===== src/rtl/core/prds_pkg.sv =====
`default_nettype none

package prds_pkg;

  localparam logic OP_WRITE = 1'b0;
  localparam logic OP_MAP   = 1'b1;

  // one transaction as it travels along the cell chain
  typedef struct packed {
    logic       valid;
    logic       op;
    logic [5:0] slot;
    logic [7:0] first;
    logic [7:0] span;
    logic [7:0] clip;
    logic [3:0] zone;
    logic [7:0] pix;
    logic       done;
    logic [7:0] result;
    logic       hit;
  } token_t;

endpackage

`default_nettype wire


===== src/rtl/core/prds_cell.sv =====
`default_nettype none

module prds_cell #(
  parameter int INDEX = 0
) (
  input  wire logic            clk,
  input  wire logic            rst,
  input  wire logic            adv,
  input  wire logic [6:0]      count,
  input  wire prds_pkg::token_t tin,
  output prds_pkg::token_t     tout
);

  logic [7:0] start;
  logic [7:0] length;
  logic [7:0] clip;

  logic              active;
  logic signed [10:0] first_s;
  logic signed [10:0] span_s;
  logic signed [10:0] end_s;
  logic signed [10:0] pix_s;
  logic signed [10:0] zone_s;
  logic signed [10:0] diff_s;
  logic signed [10:0] sum_s;
  prds_pkg::token_t  tnext;

  assign active  = 9'(INDEX) < {2'b00, count};
  assign first_s = {3'b000, start};
  assign span_s  = {{3{length[7]}}, length};
  assign end_s   = first_s + span_s;
  assign pix_s   = {3'b000, tin.pix};
  assign zone_s  = {7'b0000000, tin.zone};
  assign diff_s  = pix_s - zone_s;
  assign sum_s   = pix_s + zone_s;

  always_comb begin
    tnext = tin;
    if (tin.op == prds_pkg::OP_MAP && !tin.done && active) begin
      if (length[7]) begin
        if (pix_s <= first_s && pix_s > end_s) begin
          tnext.done = 1'b1;
          tnext.hit  = 1'b1;
          if (pix_s > zone_s && diff_s > end_s) begin
            tnext.result = diff_s[7:0];
          end else begin
            tnext.result = clip;
          end
        end
      end else if (pix_s >= first_s && pix_s < end_s) begin
        tnext.done   = 1'b1;
        tnext.hit    = 1'b1;
        tnext.result = (sum_s >= end_s) ? clip : sum_s[7:0];
      end
    end
  end

  // range entry held by this cell
  always_ff @(posedge clk) begin
    if (adv && tin.valid && tin.op == prds_pkg::OP_WRITE && 9'(tin.slot) == 9'(INDEX)) begin
      start  <= tin.first;
      length <= tin.span;
      clip   <= tin.clip;
    end
  end

  always_ff @(posedge clk) begin
    if (rst) begin
      tout.valid <= 1'b0;
    end else if (adv) begin
      tout <= tnext;
    end
  end

endmodule

`default_nettype wire


===== config.mk =====
export PLATFORM = sky130hd
export DESIGN_NAME = prds_cell
export DESIGN_NICKNAME = d
export VERILOG_FILES = /design/src/rtl/core/prds_pkg.sv /design/src/rtl/core/prds_cell.sv
export SDC_FILE = /design/constraint.sdc
export NUM_CORES = 1
export LEC_CHECK = 0
export BUFFER_PORTS_ARGS = -buffer_cell sky130_fd_sc_hd__buf_2
export CORE_MARGIN = 2
export CORE_UTILIZATION = 30
export DETAILED_ROUTE_END_ITERATION = 8
export RECOVER_POWER = 25
export SLEW_MARGIN = 15
export SYNTH_ARGS = -nofsm -noshare
export SYNTH_HDL_FRONTEND = slang
export SYNTH_SLANG_ARGS = --single-unit
export TNS_END_PERCENT = 1

===== constraint.sdc =====
create_clock -name clk -period 4.4 [get_ports clk]
set_clock_uncertainty 0.2 [all_clocks]
set_input_delay 0.22 -clock clk [delete_from_list [all_inputs] [get_ports clk]]
set_output_delay 0.22 -clock clk [all_outputs]
set_load 0.1 [all_outputs]

==> qor.yml, run 1 <==
synth:
  synthSimpleGateAreaFrac_pct: 9.89
  netlist_top_cells_area: "edfxtp_1 53%, ha_1 14%, mux2i_1 3.0%, xnor2_1 2.2%, a21oi_1 1.7%"
  ys_seq_area_share_pct: 53.0
  yosysUniqueCellTypes: 63
  synth_top_area_cell: "edfxtp_1"
  synthAdderAreaFrac_pct: 15.5
  syn_nets: 453
  synth_top_family_by_area: "adder cells"
  synth_top_area_share_pct: 52.5
  yosys.area_share.xor_xnor_pct: 3.78
  synth_enable_flop_cells: 77
  ys.flop_type: "edfxtp_1"
  synthArstFlopShare_pct: 0
  syn_area_sq_um: 4400
  ys_ff_latch: 78
  synth.mux.area_fraction_pct: 3.21
  synth.yosys.warnings: 0
  avgSynthCellArea_sq_um: 13.1
  synth_compound_area_share_pct: 12.0
  synthCells: 337
timing:
  slew_headroom_pct: 53.0
  worst_pin_slew_ps: 705
  setup_viol: 0
  max_clock_freq_mhz: 242
  setup_tns_ps: 0
  hold_ws_ps: 70.9
  fin_crit_sh_pct: 93.8
  drv_slew: 0
  finalCriticalPeriod_ps: 4130
  rsz0062_at_grt: "no"
  worst_slack_ps: 271
  finalHoldViolations: 0
global_route:
  grt_pass1_vias: 3409
  grt_pass1_wl_um: 17400
  grt_overflow_total: 0
  grtUsageTotal_pct: 14.3
  grt_max_degree: 32
  grt_antenna_before_repair: 0
setup_path:
  required_ps: 4350
  startpoint_type: "input port"
  critPathArrivalTime_ps: 4080
  crit_path_end_kind: "flop"
  criticalPathCategory: "input port to flop"
  critPathMaxFanout: 11
placement:
  port_buffers: 117
  placed_cell_area_sq_um: 5290
  gp_congestion: 0.826
  post-dp-hpwl_um: 8380
  pre_cts_ws_ps: 198
layout:
  fillerInstances: 1419
  design_area_sq_um: 5960
  drive_above_1_share_pct: 26.5
  nets: 627
  syn2layout_area_growth_pct: 35.4
  diodes: 0
cts:
  clk_latency_ps: 340
  clkTransAtPathRegs_ps: 60
  cts.path.max_buffers: 2
  cts.sinks: 78
  htree_levels: 3
  cts_root_buf: "clkbuf_16"
  cts_tree: "built"
  numCtsBuffers: 9
  cts_setup_buffers: 0
detailed_routing:
  via_count: 3307
  wl_met2_um: 5210
  wl_met1_um: 4940
  routed_wl_um: 10800
  wl_per_cell_um: 15.5
  first_iter_violations: 124
  detail-route-antenna-nets: 0
  wl_met3_um: 433
  drc: 0
  drtPass1Iterations: 4
  via_per_inst: 4.74
  dr.max_layer_used: "met4"
floorplan:
  core_sq_um: 14400
  num_rows: 44
  dieArea_sq_um: 15700
  initial_core_util_pct: 30.5
  die-height_um: 125
  die_w_um: 125
  ios: 118
pwr:
  ir_drop_uv: 151
  switching_share_pct: 31.3
  intPower_w: 0.00142
  power_frac_seq_pct: 41.6
  power_frac_comb_pct: 24.3
  p_clk_share_pct: 34.1
  power.density_nw_per_um2: 347
  power.switching_w: 0.000649
  p_leak_nw: 2.43
min_path:
  holdCritPathClass: "input port to flop"
outcome:
  outcome: "finished clean"
job:
  cap_violations: 0
[worst paths after layout]
check	startpoint	to	slack, ps	cells past startpoint
min reg2reg	clip[0]$_DFFE_PP_	tout[1]$_DFFE_PP_	500	2
max reg2reg	start[0]$_DFFE_PP_	tout[4]$_DFFE_PP_	310	15
min	tin[1]	tout[1]$_DFFE_PP_	70	2
max	tin[19]	tout[4]$_DFFE_PP_	270	16
[logic make-up (layout without fill, tap and decap cells)]
kind of cell / count (synthesis) / after routing
and+or+nand+nor: 78 / 78
xor gates and xnor gates: 19 / 19
muxes: 14 / 14
AOI/OAI and AO/OA: 69 / 69
adders and majority gates: 53 / 53
buffers and inverters: 26 / 203
DFF: 78 / 78
[flip-flops by register name, indices dropped and copies added, names as in the netlist]
signal  flops
start       8
tout       54
clip        8
length      8
[cells in the mapped netlist, types with 3 or more instances]
cell and count:
a21o_1 4, a31oi_1 4, inv_1 20, nand4_1 3, nor2b_1 8, fa_1 3, edfxtp_1 77, a221oi_1 5
nand2_1 9, xor2_1 8, o21ai_0 9, ha_1 49, nand2b_1 5, clkbuf_1 3, nand3_1 4, nor3_1 8
mux2i_1 13, a221oi_2 3, nor4_1 4, nor2_1 19, nor3_2 3, xnor2_1 11, a21oi_1 15
[stage by stage]
stage          std cells  util, %  total power (W)
2_1_floorplan        337        -          0.00124
3_3_place_gp         642     36.6          0.00135
3_5_place_dp         642     36.6          0.00136
4_1_cts              698     41.4          0.00210
5_1_grt              698     41.3          0.00215
6_report             698     41.3          0.00207
[layout make-up]
cell class | instances | area (sq um) | share of cell area, %
multi-input cells | 233 | 2000 | 33.5
well taps | 184 | 230 | 3.86
clock buffers | 12 | 236 | 3.97
clock inverters | 2 | 35.0 | 0.587
repair buffers | 169 | 1060 | 17.7
flip-flops and latches | 78 | 2330 | 39.1
inverters | 20 | 75.1 | 1.26
[cell usage in the layout (no fill, tap or decap), types with 3 or more instances in the layout]
cell type and count:
nand2_1 9, clkbuf_1 33, nor3_2 4, ha_1 48, a21o_1 4, buf_2 87
inv_1 20, a221oi_2 3, nor4_1 3, a21oi_1 15, edfxtp_1 77, a221oi_1 5
a31oi_1 4, nand2b_1 5, mux2i_1 13, xnor2_1 10, nand4_1 3, clkbuf_16 9
nor2b_1 7, dlygate4sd3_1 42, xor2_1 7, buf_4 9, nor2_1 18, o21ai_0 8
nand3_1 4, nor3_1 7
[metal layers]
layer / global-route usage (%) / vias up
li1: - / 1653
met1: 18.0 / 1555
met2: 23.7 / 80
met3: 3.77 / 19
met4: 5.56 / 0
met5: 0 / -
[repair_timing]
item | CTS | global route
endpoints found under the hold margin | 65 | 0
hold buffers | 42 | 0
resized for setup | 0 | 6
endpoints found under the setup margin | 0 | 9
[power groups by stage]
stage	clock [W]	sequential [W]	combinational [W]
4_1_cts	0.000730	0.000862	0.000511
3_3_place_gp	0	0.000877	0.000478
5_1_grt	0.000753	0.000865	0.000536
3_5_place_dp	0	0.000877	0.000481
6_report	0.000706	0.000862	0.000503
2_1_floorplan	0	0.00111	0.000135
[worst max-delay path, stage by stage]
cell	delay, ps
dlygate4sd3_1	530
buf_2	180
inv_1	60
ha_1	300
nor2b_1	150
o31a_1	300
nor2_1	260
nand2_1	110
xnor2_1	230
ha_1	290
a21o_1	180
a2111o_1	420
o221ai_1	200
buf_4	230
mux2i_1	100
a221oi_1	320
Power figures use the tool's default switching activity.
==> run 2: changes to the inputs <==
--- a/config.mk
+++ b/config.mk
@@ -5,10 +5,12 @@
 export SDC_FILE = /design/constraint.sdc
 export NUM_CORES = 1
 export LEC_CHECK = 0
+export ABC_AREA = 0
 export BUFFER_PORTS_ARGS = -buffer_cell sky130_fd_sc_hd__buf_2
 export CORE_MARGIN = 2
 export CORE_UTILIZATION = 30
 export DETAILED_ROUTE_END_ITERATION = 8
+export GPL_TIMING_DRIVEN = 0
 export RECOVER_POWER = 25
 export SLEW_MARGIN = 15
 export SYNTH_ARGS = -nofsm -noshare
==> qor.yml, run 2 (same netlist as run 1, synthesis figures left out) <==
outcome:
  outcome: "finished clean"
global_route:
  grt_pass1_vias: 3436  # +0.79%
  grt_pass1_wl_um: 17400  # +0.32%
  grtUsageTotal_pct: 14.2  # -0.094 points
  grt_antenna_before_repair: 0  # unchanged
  grt_overflow_total: 0  # unchanged
  grt_max_degree: 30  # -6.3%
layout:
  fillerInstances: 1389  # -2.1%
  largest_reg_flops: 54  # unchanged
  regMostFlops: "tout"
  final_common_cell: "buf_2"
  layoutNonFillerInstCount: 710  # +1.7%
  nets: 637  # +1.6%
  final_cell_mix: "94 x buf_2, 77 x edfxtp_1, 47 x ha_1, 45 x dlygate4sd3_1, 28 x clkbuf_1"
  syn2layout_area_growth_pct: 39.9
  drive_above_1_share_pct: 29.8  # +3.4 points
  multiInputGateArea_sq_um: 2050  # +2.7%
  register_area_sq_um: 2330  # unchanged
  diodes: 0  # unchanged
  fin_util_pct: 42.7  # +1.4 points
setup_path:
  critPathArrivalTime_ps: 4180  # +100 ps
  required_ps: 4350  # about the same
  worst_path_largest_cell_delay_ps: 520  # about the same
  critPathMaxFanout: 5  # -6
  crit_path_end_kind: "flop"
  criticalPathCategory: "flop to flop"
  r2r_setup_slack_ps: 170  # -140 ps
  startpoint_type: "flop"
  crit_chain: "ha_2, inv_1, fa_2, xor2_2, ha_4, nor2b_1, a221oi_2, o21ai_1, maj3_2, a221o_1, a2111o_1, nor2_4, buf_4, nor3_1, a221oi_1"
  slowest_stage: "a2111o_1"
floorplan:
  ios: 118  # unchanged
  dieArea_sq_um: 15700  # unchanged
  num_rows: 44  # unchanged
  initial_core_util_pct: 30.5  # unchanged
  die-height_um: 125  # unchanged
  die_w_um: 125  # unchanged
  core_sq_um: 14400  # unchanged
detailed_routing:
  via_count: 3329  # +0.67%
  drtPass1Iterations: 4  # unchanged
  first_iter_violations: 157  # +27%
  detail-route-antenna-nets: 0  # unchanged
  routed_wl_um: 10800  # -0.12%
  drc: 0  # unchanged
  via_per_inst: 4.69  # -1.0%
  wl_per_cell_um: 15.3  # -1.8%
placement:
  dp_cells: 642  # unchanged
  port_buffers: 117  # unchanged
  post-dp-hpwl_um: 8290  # -1.0%
  gp_congestion: 0.789  # -4.4%
timing:
  max_clock_freq_mhz: 237  # -2.3%
  finalHoldViolations: 0  # unchanged
  worst_pin_slew_ps: 741  # +36.6 ps
  setup_tns_ps: 0  # unchanged
  finalCriticalPeriod_ps: 4230  # +98.6 ps
  slew_headroom_pct: 50.2  # -2.9 points
  setup_viol: 0  # unchanged
  drv_slew: 0  # unchanged
  rsz0062_at_grt: "yes"
  fin_crit_sh_pct: 96.1  # +2.2 points
min_path:
  holdCritPathClass: "input port to flop"
cts:
  numCtsBuffers: 9  # unchanged
  cts_root_buf: "clkbuf_16"
  cts.sinks: 78  # unchanged
  clk_latency_ps: 340  # about the same
  htree_levels: 3  # unchanged
  cts_tree: "built"
  clkTransAtPathRegs_ps: 60  # about the same
  cts.path.max_buffers: 2  # unchanged
job:
  cap_violations: 0  # unchanged
pwr:
  ir_drop_uv: 166  # +10%
  p_leak_nw: 2.53  # +4.1%
  power.density_nw_per_um2: 353  # +1.6%
[run 2: path summary, 6_finish.rpt]
kind	to	cells past startpoint	start
worst max-delay path	tout[5]$_DFFE_PP_	15	start[0]$_DFFE_PP_
worst min-delay path	tout[1]$_DFFE_PP_	2	tin[1]
worst max register to register	tout[5]$_DFFE_PP_	15	start[0]$_DFFE_PP_
worst min register to register	tout[1]$_DFFE_PP_	2	clip[0]$_DFFE_PP_
[run 2: final cells by class]
class                           instances  area share [%]
Tap cell                              184            3.74
Timing Repair Buffer                  173            17.9
Sequential cell                        78            37.9
Multi-Input combinational cell        233            33.3
Clock buffer                           10            3.88
Clock inverter                          6            1.38
Buffer                                  6           0.670
Inverter                               20            1.22
[run 2: critical path, delay by kind of cell, from the launching register on]
family | cells | cell delay (ps)
AOI/OAI and AO/OA | 5 | 1520
adders and majority gates | 4 | 1140
DFF | 1 | 370
and+or+nand+nor | 3 | 360
xor gates and xnor gates | 1 | 230
buffers and inverters | 2 | 220
[run 2: layer usage]
layer  vias up  part of all wire (%)  GRT usage, %
met4         0                   1.2          3.92
met5         -                     0             0
met2        70                    50          24.3
met1      1582                    45          18.1
met3        12                   4.3          3.42
li1       1665                     -             -
[run 2: where the power goes]
part,leakage (nW),internal (W),switching [W]
clock network,0.154,0.000509,0.000290
logic,1.65,0.000142,0.000370
registers,0.721,0.000854,0.00000728
[run 2: stage by stage]
stage / power [W] / setup slack, ps / hold WS (ps) / area, sq um
floorplan: 0.00124 / 399 / 92.4 / 4400
global placement: 0.00135 / -871 / 196 / 5220
detailed placement: 0.00136 / -335 / 217 / 5270
CTS: 0.00220 / 18.3 / 10.6 / 6130
global route: 0.00226 / -19.0 / 81.4 / 6160
finish: 0.00217 / 173 / 77.0 / 6160
[run 2: timing repair]
item / in CTS / in global routing
endpoints found under the hold margin: 68 / 0
gates resized for setup: 5 / 11
hold buffers: 45 / 0
buffers inserted: 6 / 1
pin swaps: 5 / 3
endpoints found under the setup margin: 10 / 10
==> run 3: changes to the inputs <==
--- a/config.mk
+++ b/config.mk
@@ -11,6 +11,7 @@
 export CORE_UTILIZATION = 30
 export DETAILED_ROUTE_END_ITERATION = 8
 export GPL_TIMING_DRIVEN = 0
+export PLACE_DENSITY = 0.56
 export RECOVER_POWER = 25
 export SLEW_MARGIN = 15
 export SYNTH_ARGS = -nofsm -noshare
==> qor.yml, run 3 (same netlist as run 1, synthesis figures left out) <==
outcome:
  outcome: "finished clean"
layout:
  regMostFlops: "tout"
  nets: 643  # +0.94%
  largest_reg_flops: 54  # unchanged
  fillerInstances: 1372  # -1.2%
  diodes: 0  # unchanged
  drive_above_1_share_pct: 30.1  # +0.23 points
  syn2layout_area_growth_pct: 40.1
  final_common_cell: "buf_2"
  final_cell_mix: "100 x buf_2, 77 x edfxtp_1, 48 x ha_1, 46 x dlygate4sd3_1, 27 x clkbuf_1"
pwr:
  power.density_nw_per_um2: 351  # -0.56%
  ir_drop_uv: 155  # -6.5%
  p_leak_nw: 2.55  # +0.91%
  fin_total_pwr_w: 0.00216  # -0.40%
setup_path:
  crit_path_end_kind: "flop"
  critical_path.top_delay_family: "compound AO/OA/AOI/OAI gates"
  slowest_stage: "a2111o_1"
  r2r_cells: 15  # unchanged
  required_ps: 4360  # about the same
  worst_path_largest_cell_delay_ps: 560  # +40 ps
  criticalPathCategory: "flop to flop"
  path_buf_inv: 2  # unchanged
  critPathMaxFanout: 5  # unchanged
  critPathArrivalTime_ps: 4200  # +20 ps
  reg2reg_from: "start[0]$_DFFE_PP_"
  r2r_setup_slack_ps: 160  # -20 ps
  rr_endpoint: "tout[4]$_DFFE_PP_"
  startpoint_type: "flop"
  crit_chain: "ha_4, inv_1, fa_2, xor2_2, ha_1, nor2b_1, a221oi_2, o21ai_1, maj3_2, a221o_1, a2111o_1, nor2_4, buf_4, nor3_1, a221oi_1"
detailed_routing:
  drc: 0  # unchanged
  wl_per_cell_um: 15.4  # +1.2%
  routed_wl_um: 11000  # +2.0%
  drtPass1Iterations: 4  # unchanged
  via_count: 3347  # +0.54%
  first_iter_violations: 109  # -31%
  detail-route-antenna-nets: 0  # unchanged
  via_per_inst: 4.67  # -0.30%
cts:
  cts_tree: "built"
  clkTransAtPathRegs_ps: 60  # about the same
  clk_latency_ps: 340  # about the same
  cts_root_buf: "clkbuf_16"
  numCtsBuffers: 9  # unchanged
  cts.sinks: 78  # unchanged
  htree_levels: 3  # unchanged
  cts.path.max_buffers: 2  # unchanged
global_route:
  grt_antenna_before_repair: 0  # unchanged
  grt_pass1_vias: 3349  # -2.5%
  grt_pass1_wl_um: 17000  # -2.3%
  grt_max_degree: 31  # +3.3%
  grt_overflow_total: 0  # unchanged
  grtUsageTotal_pct: 14.0  # -0.19 points
floorplan:
  dieArea_sq_um: 15700  # unchanged
  initial_core_util_pct: 30.5  # unchanged
  num_rows: 44  # unchanged
  die-height_um: 125  # unchanged
  die_w_um: 125  # unchanged
  ios: 118  # unchanged
  core_sq_um: 14400  # unchanged
timing:
  worst_pin_slew_ps: 848  # +107 ps
  finalHoldViolations: 0  # unchanged
  finalCriticalPeriod_ps: 4240  # +15.6 ps
  setup_viol: 0  # unchanged
  rsz0062_at_grt: "yes"
  drv_slew: 0  # unchanged
  slew_headroom_pct: 43.0  # -7.2 points
  hold_ws_ps: 52.7  # -24.3 ps
  max_clock_freq_mhz: 236  # -0.37%
  fin_crit_sh_pct: 96.4  # +0.35 points
placement:
  post-dp-hpwl_um: 8260  # -0.42%
  gp_congestion: 0.771  # -2.3%
  port_buffers: 117  # unchanged
min_path:
  holdCritPathClass: "input port to flop"
  hp-start: "tin[1]"
  hold_end: "tout[1]$_DFFE_PP_"
  hold_depth: 2  # unchanged
job:
  cap_violations: 0  # unchanged
[run 3: power by group]
part	switching, W	leakage [nW]	internal, W
Sequential	0.00000705	0.721	0.000854
Combinational	0.000368	1.68	0.000142
Clock	0.000283	0.157	0.000510
Total	0.000658	2.55	0.00151
[run 3: layout make-up]
class	count	area (sq um)	area share, %
plain buffers	6	38.8	0.629
clock inverters	4	70.1	1.14
well taps	184	230	3.73
flip-flops and latches	78	2330	37.8
inverters	20	75.1	1.22
multi-input cells	234	2040	33.1
repair buffers	178	1130	18.4
clock buffers	12	246	4.00
[run 3: stage by stage]
| step | util, % | instance area (sq um) | cells | worst slack (ps) | TNS (ps) |
|---|---|---|---|---|---|
| 2_1_floorplan | - | 4400 | 337 | 399 | 0 |
| 3_3_place_gp | 36.2 | 5220 | 638 | -853 | -22820 |
| 3_5_place_dp | 36.5 | 5270 | 642 | -267 | -2160 |
| 4_1_cts | 42.3 | 6100 | 708 | 12.5 | 0 |
| 5_1_grt | 42.8 | 6170 | 716 | -16.2 | -27.8 |
| 6_report | 42.8 | 6170 | 716 | 157 | 0 |
[run 3: metal layers]
layer	vias up	routed length [um]	global-route usage [%]	share of wire, %
met5	-	0	0	0
met4	0	148	4.71	1.3
met3	10	453	3.94	4.1
met2	70	5360	23.4	48
met1	1583	5090	17.6	46
li1	1684	-	-	-
[run 3: worst max-delay path by stage]
| stage | start | to | slack, ps | cells past startpoint |
|---|---|---|---|---|
| floorplan | start[0]$_DFFE_PP_ | tout[1]$_DFFE_PP_ | 400 | 14 |
| global placement | tin[52] | start[0]$_DFFE_PP_ | -850 | 4 |
| detailed placement | start[0]$_DFFE_PP_ | tout[8]$_DFFE_PP_ | -270 | 15 |
| CTS | start[0]$_DFFE_PP_ | tout[4]$_DFFE_PP_ | 10 | 17 |
| global route | length[0]$_DFFE_PP_ | tout[4]$_DFFE_PP_ | -20 | 16 |
| finish | start[0]$_DFFE_PP_ | tout[4]$_DFFE_PP_ | 160 | 15 |
[run 3: repair_timing]
| item | 4_1_cts | 5_1_grt |
|---|---|---|
| pin swaps | 5 | 7 |
| gates resized for setup | 6 | 8 |
| hold buffers | 46 | 0 |
| setup buffers | 3 | 7 |
| gates cloned | 1 | 1 |
| endpoints found under the hold margin | 69 | 0 |
| setup endpoints to repair | 10 | 10 |
